**src/rtl/mm3_pkg.sv**
```systemverilog
package mm3_pkg;

    localparam logic [31:0] C_SEED_RESET = 32'hc2b2ae35;
    localparam logic [63:0] C_MUL_1      = 64'h87c37b91114253d5;
    localparam logic [63:0] C_MUL_2      = 64'h4cf5ad432745937f;
    localparam logic [63:0] C_FMIX_1     = 64'hff51afd7ed558ccd;
    localparam logic [63:0] C_FMIX_2     = 64'hc4ceb9fe1a85ec53;
    localparam logic [63:0] C_ADD_A      = 64'h0000000052dce729;
    localparam logic [63:0] C_ADD_B      = 64'h0000000038495ab5;

    localparam int C_BLOCK_BYTES = 16;
    localparam int C_FILL_W      = 5;
    localparam int C_PC_W        = 6;

    typedef logic [C_FILL_W-1:0] t_fill;
    typedef logic [C_PC_W-1:0]   t_pc;

    typedef enum logic [4:0] {
        OP_LDK_W0,
        OP_LDK_W1,
        OP_LDK_A,
        OP_LDK_B,
        OP_MUL_C1,
        OP_MUL_C2,
        OP_MUL_C3,
        OP_MUL_C4,
        OP_ROT31,
        OP_ROT33,
        OP_FMIX,
        OP_XA,
        OP_XB,
        OP_AROT,
        OP_A5,
        OP_BROT,
        OP_B5,
        OP_XLEN,
        OP_AADDB,
        OP_BADDA,
        OP_STA,
        OP_STB,
        OP_END_MIX,
        OP_END_FIN
    } t_op;

    localparam t_pc PC_MIX    = 6'd0;
    localparam t_pc PC_TAIL_B = 6'd15;
    localparam t_pc PC_TAIL_A = 6'd20;
    localparam t_pc PC_FINAL  = 6'd25;

    typedef struct packed {
        logic [7:0] byte_value;
        logic       has_byte;
        logic       is_last;
    } t_item;

    typedef struct packed {
        logic        start;
        logic [63:0] x;
        logic [63:0] y;
    } t_mul_req;

    typedef struct packed {
        logic        done;
        logic [63:0] p;
    } t_mul_rsp;

    // Microprogram: block mix, then the two tail folds, then finalization.
    function automatic t_op prog_op(t_pc pc);
        t_op op;
        unique case (pc)
            6'd0:    op = OP_LDK_W0;
            6'd1:    op = OP_MUL_C1;
            6'd2:    op = OP_ROT31;
            6'd3:    op = OP_MUL_C2;
            6'd4:    op = OP_XA;
            6'd5:    op = OP_AROT;
            6'd6:    op = OP_A5;
            6'd7:    op = OP_LDK_W1;
            6'd8:    op = OP_MUL_C2;
            6'd9:    op = OP_ROT33;
            6'd10:   op = OP_MUL_C1;
            6'd11:   op = OP_XB;
            6'd12:   op = OP_BROT;
            6'd13:   op = OP_B5;
            6'd14:   op = OP_END_MIX;
            6'd15:   op = OP_LDK_W1;
            6'd16:   op = OP_MUL_C2;
            6'd17:   op = OP_ROT33;
            6'd18:   op = OP_MUL_C1;
            6'd19:   op = OP_XB;
            6'd20:   op = OP_LDK_W0;
            6'd21:   op = OP_MUL_C1;
            6'd22:   op = OP_ROT31;
            6'd23:   op = OP_MUL_C2;
            6'd24:   op = OP_XA;
            6'd25:   op = OP_XLEN;
            6'd26:   op = OP_AADDB;
            6'd27:   op = OP_BADDA;
            6'd28:   op = OP_LDK_A;
            6'd29:   op = OP_FMIX;
            6'd30:   op = OP_MUL_C3;
            6'd31:   op = OP_FMIX;
            6'd32:   op = OP_MUL_C4;
            6'd33:   op = OP_FMIX;
            6'd34:   op = OP_STA;
            6'd35:   op = OP_LDK_B;
            6'd36:   op = OP_FMIX;
            6'd37:   op = OP_MUL_C3;
            6'd38:   op = OP_FMIX;
            6'd39:   op = OP_MUL_C4;
            6'd40:   op = OP_FMIX;
            6'd41:   op = OP_STB;
            6'd42:   op = OP_AADDB;
            6'd43:   op = OP_BADDA;
            default: op = OP_END_FIN;
        endcase
        return op;
    endfunction

endpackage

```
**src/rtl/mm3_mul.sv**
```systemverilog
module mm3_mul
    import mm3_pkg::*;
(
    input  logic     i_clk,
    input  logic     i_rst_n,
    input  t_mul_req i_req,
    output t_mul_rsp o_rsp
);

    logic        r_busy;
    logic [1:0]  r_step;
    logic        r_done;
    logic [63:0] r_x;
    logic [63:0] r_y;
    logic [63:0] r_m;
    logic [63:0] r_acc;
    logic [31:0] w_mx;
    logic [31:0] w_my;
    logic [63:0] w_prod;

    always_comb begin
        unique case (r_step)
            2'd0: begin
                w_mx = r_x[31:0];
                w_my = r_y[31:0];
            end
            2'd1: begin
                w_mx = r_x[31:0];
                w_my = r_y[63:32];
            end
            2'd2: begin
                w_mx = r_x[63:32];
                w_my = r_y[31:0];
            end
            2'd3: begin
                w_mx = r_x[63:32];
                w_my = r_y[63:32];
            end
        endcase
    end

    assign w_prod = 64'(w_mx) * 64'(w_my);

    always_ff @(posedge i_clk) begin
        if (!i_rst_n) begin
            r_busy <= 1'b0;
            r_step <= 2'd0;
            r_done <= 1'b0;
        end else begin
            r_done <= 1'b0;
            if (i_req.start && !r_busy) begin
                r_busy <= 1'b1;
                r_step <= 2'd0;
            end else if (r_busy) begin
                r_step <= r_step + 2'd1;
                if (r_step == 2'd3) begin
                    r_busy <= 1'b0;
                    r_done <= 1'b1;
                end
            end
        end
    end

    // The low 64 bits need only the low halves of the two cross products.
    always_ff @(posedge i_clk) begin
        if (i_req.start && !r_busy) begin
            r_x <= i_req.x;
            r_y <= i_req.y;
        end
        r_m <= w_prod;
        if (r_busy) begin
            if (r_step == 2'd1) begin
                r_acc <= r_m;
            end else if (r_step != 2'd0) begin
                r_acc <= r_acc + {r_m[31:0], 32'h0};
            end
        end
    end

    assign o_rsp.done = r_done;
    assign o_rsp.p    = r_acc;

endmodule

```
**config.mk**
```make
export PLATFORM = sky130hd
export DESIGN_NAME = mm3_mul
export DESIGN_NICKNAME = d
export VERILOG_FILES = /design/src/rtl/mm3_pkg.sv /design/src/rtl/mm3_mul.sv
export SDC_FILE = /design/constraint.sdc
export NUM_CORES = 2
export LEC_CHECK = 0
export BUFFER_PORTS_ARGS = -buffer_cell sky130_fd_sc_hd__buf_2
export CAP_MARGIN = 10
export CORE_UTILIZATION = 60
export DETAILED_ROUTE_END_ITERATION = 8
export GPL_ROUTABILITY_DRIVEN = 0
export PLACE_DENSITY = 0.76
export SLEW_MARGIN = 20
export SYNTH_ARGS = -nofsm -noshare
export SYNTH_HDL_FRONTEND = slang
export SYNTH_SLANG_ARGS = --single-unit
```
**constraint.sdc**
```tcl
create_clock -name i_clk -period 11.5 [get_ports i_clk]
set_clock_uncertainty 0.2 [all_clocks]
set_input_delay 0.575 -clock i_clk [delete_from_list [all_inputs] [get_ports i_clk]]
set_output_delay 0.575 -clock i_clk [all_outputs]
set_load 0.01 [all_outputs]
```
# Word level (Yosys, flattened, before mapping)
# Index checks and enable logic that the tools add are counted.
# W data, S select, Z words.
# totals
mem_count	0
romBits	0
regBits	260
elab_cells	35
out_inout_bits	65
mem_bits_rw	0
latchBits	0
# classes
n_shift	0
eq_ne	3
n_reduce_logical	12
n_lt_le_gt_ge	0
bitwise_logic	2
muxes	8
add_sub_neg	2
n_mul	1
div_mod_pow	0
# op_table
operator	n
$mux W64	2
$pmux W32 S2	2
$add A64 B64 Y64	1
$mul A32 B32 Y64	1
$reduce_or A2 Y1	5
$eq A2 B2 Y1 const B	2
$mux W1	4
$reduce_bool A2 Y1	2
$reduce_or A3 Y1	1
$add A2 B1 Y2 const B	1
$eq A2 B1 Y1 const B	1
$logic_not A2 Y1	1
$not A1 Y1	2
$reduce_and A2 Y1	1
$logic_and A1 B1 Y1	1
$logic_not A1 Y1	1

# Logic depth before layout (Yosys ltp)
# logic_depth
ltp_word	4
ltp_mapped	36
ltp_nobuf	31

# Worst setup path before layout
# OpenSTA, ideal clock, no wires.
# synth_path
path_kind	register to register
startpoint	register r_step[1]
endpoint	register r_m[56]
t_arrival_ps	8599
path_buffers	3
slack_ps	2578
setup_ps	123
synth_period_minus_slack_ps	8922
stages_incl_launch_ff	31
cell_sequence	dfxtp_1 inv_1 ha_1 clkbuf_1 nor2_1 buf_2 mux2i_1 clkbuf_1 nor2_1 fa_1 fa_1 fa_1 inv_1 fa_1 inv_1 fa_1 inv_1 fa_1 inv_1 fa_1 fa_1 ha_1 bufinv_8 o21a_2 or3b_1 o211a_1 nor3b_2 o21a_2 o41ai_2 or3_1 xor2_1
# synth_via
elab_chain_len	4
word_cells_on_any_way	11
# synth_rtl
element	line_no	text
from (decl)	mm3_mul.sv:11	logic [1:0] r_step;
from (signal assigned)	mm3_mul.sv:55	r_step <= r_step + 2'd1;
$eq A2 B2 Y1 (tied with other cells)	mm3_mul.sv:22	unique case (r_step)
$reduce_or A2 Y1 (no source line)	--	
$pmux W32 S2	mm3_mul.sv:22	
$mul A32 B32 Y64 *	mm3_mul.sv:42	assign w_prod = 64'(w_mx) * 64'(w_my);
net w_prod[56]	mm3_mul.sv:19	logic [63:0] w_prod;
to (signal assigned)	mm3_mul.sv:70	r_m <= w_prod;
to (decl)	mm3_mul.sv:15	logic [63:0] r_m;
# The timed path passes the listed nets; every way through them passes the cells marked *.
# A chain may end at the register's enable or synchronous reset.

# Worst setup path after layout
# layout_path
startpoint	register r_step[0]
endpoint	register r_m[60]
# The elaborated chain is that of the path after synthesis.

==> metrics.txt <==
Syn Inst Count=4,416; Synth area leader=fa_1; Rows=97; Tcrit/Tclk final=0.863; Overflow after GRT=0; Hold-fix buffers, CTS=88; Initial DRC Count=3,757; Final setup viols=0; CP Data Required Time=11,760 ps; largest net degree at the start of global routing=73; Mean Syn Cell Area=9.66 um2; Syn. warnings=0; DRC violations left=0; Ports=196; type of origin of the critical path=flip-flop; buffers added on ports=195; share of the yosys chip area belonging to registers=0.167; post_cts resized=0; die area=0.0721 mm2; DRT Pass-1 Iters=8; Synth Register Bits=260; vias in the first global route=34,900; Slew Limit Fails=0; Max Clk Rate=0.101 GHz; data arrival time of the worst path=10,180 ps; Layout fillers=5,407; via count=33,600; clk_lat worst skew=580 ps; initial antenna violation count=3; max_cap viols=0; ANT nets after route=0; Post-Synthesis Net Count=5,742; number of buffers created by CTS=26; Initial Utilization=0.608; chip height=269 um; Crit Path Category=reg -> reg; Area Growth Syn to Fin=9.36%; CTS tree=done; Synth area leaders=fa_1, edfxtp_1, ha_1; register area=0.00713 mm2; vias per cell=6.03; CTS H-Tree Depth=1; area of the multi-input gates=0.0316 mm2; share of the synthesized area in the top cell type=0.421; Slew HR=0.181; Worst-path clk slew=70 ps; CTS Buffer Depth=3; status=finished, final reports clean; Final Critical Period=9920 ps; Final nets=5,935; Async SR Flop Fraction=0; Worst-Margin Slew=1210 ps; routed len/inst=24.1 um; RSZ-0062 raised after global routing=no; share of cells above drive strength 1=0.0949; Clock Root Buffer=clkbuf_16; Post-CTS Setup Repair Bufs=0; Clock Sinks=260; most common cell after layout, fill and taps aside=fa_1; first-pass GRT wire length=200 mm; Post-Syn Area=0.0426 mm2; count of cell types in the netlist=77; most frequent cells in the layout=fa_1, inv_1, nor2_1; final WL=134 mm; total track usage=0.379; HPWL after DPL=105 mm; Top FF cell, synth=edfxtp_1; core footprint=0.0701 mm2; Fin. Hold Viols=0; HP Class=in -> reg; Max Fanout on Critical Path=22; Slowest cell on crit path=mux2i_2; EDFF count, synth=192; Worst Setup End Kind=flip-flop; die span in x=269 um; Slowest Stage Delay on Critical Path=910 ps; total negative slack=0 ps; most frequent CP cell=fa_1
-- kinds of logic after synthesis --
kind of cell / after synthesis / synth area share
buffers and inverters: 1089 / 0.0973
xor gates and xnor gates: 88 / 0.0181
adders and majority gates: 1195 / 0.509
AOI/OAI and AO/OA: 339 / 0.0525
and+or+nand+nor: 1314 / 0.124
muxes: 131 / 0.0327
DFF: 260 / 0.167
-- sequential cells by signal (all words and copies together) (netlist names) --
name,count
r_m,64
r_x,64
r_done,1
r_busy,1
r_y,64
r_acc,64
r_step,2
-- cell type report --
type,count,area share
multi-input cells,3067,0.678
repair buffers,366,0.0545
clock inverters,9,0.00148
diodes,3,0.000161
clock buffers,36,0.0161
inverters,888,0.0718
well taps,940,0.0252
flip-flops and latches,260,0.153
-- cells in the mapped netlist (20+ instances only) --
library cell and n:
and2_1 39, mux2i_1 64, edfxtp_1 192, o21ai_0 53, fa_1 897, a21oi_1 94, clkbuf_1 174, a21o_1 59
buf_2 21, ha_1 298, o21ai_1 24, xor2_1 48, inv_1 886, nand2_1 558, mux2_2 67, xnor2_1 40
nor2_1 616, nor3_1 20, dfxtp_1 68
-- metal layers --
layer	part of all wire	GRT usage
met1	0.31	0.429
met4	0.10	0.299
met5	0.00092	0
met2	0.46	0.593
met3	0.13	0.125
-- critical path, delay by kind of cell, from the launching register on --
kind	cells	cell delay, ps
xor+xnor	1	160
compound gates	4	1170
mux	1	910
buf+inv	7	1090
fa+ha+maj	10	4750
flops	1	400
simple gates	5	1130
-- worst paths after layout --
check / start / endpoint / slack [ps] / depth (start not counted)
worst max register to register: r_step[0] / r_m[60] / 1580 / 28
worst max-delay path: r_step[0] / r_m[60] / 1580 / 28
worst min register to register: r_m[55] / r_acc[55] / 320 / 2
worst min-delay path: i_req[96] / r_x[32] / 5 / 1
-- stage by stage --
stage               hold WS, ps  cells  area [um2]  setup slack [ps]  utilization
floorplan                   277   4416       42600              2580            -
global placement            291   5421       44800              2000        0.638
detailed placement          309   5421       44800              1780        0.638
CTS                      0.0406   5554       46500              1800        0.663
global route              -1.47   5566       46600              1320        0.665
finish                     4.68   5569       46600              1580        0.665
Power is left out: the tool's default activity adds up to more than one toggle a clock period on the data nets, which glitch-free logic cannot reach.
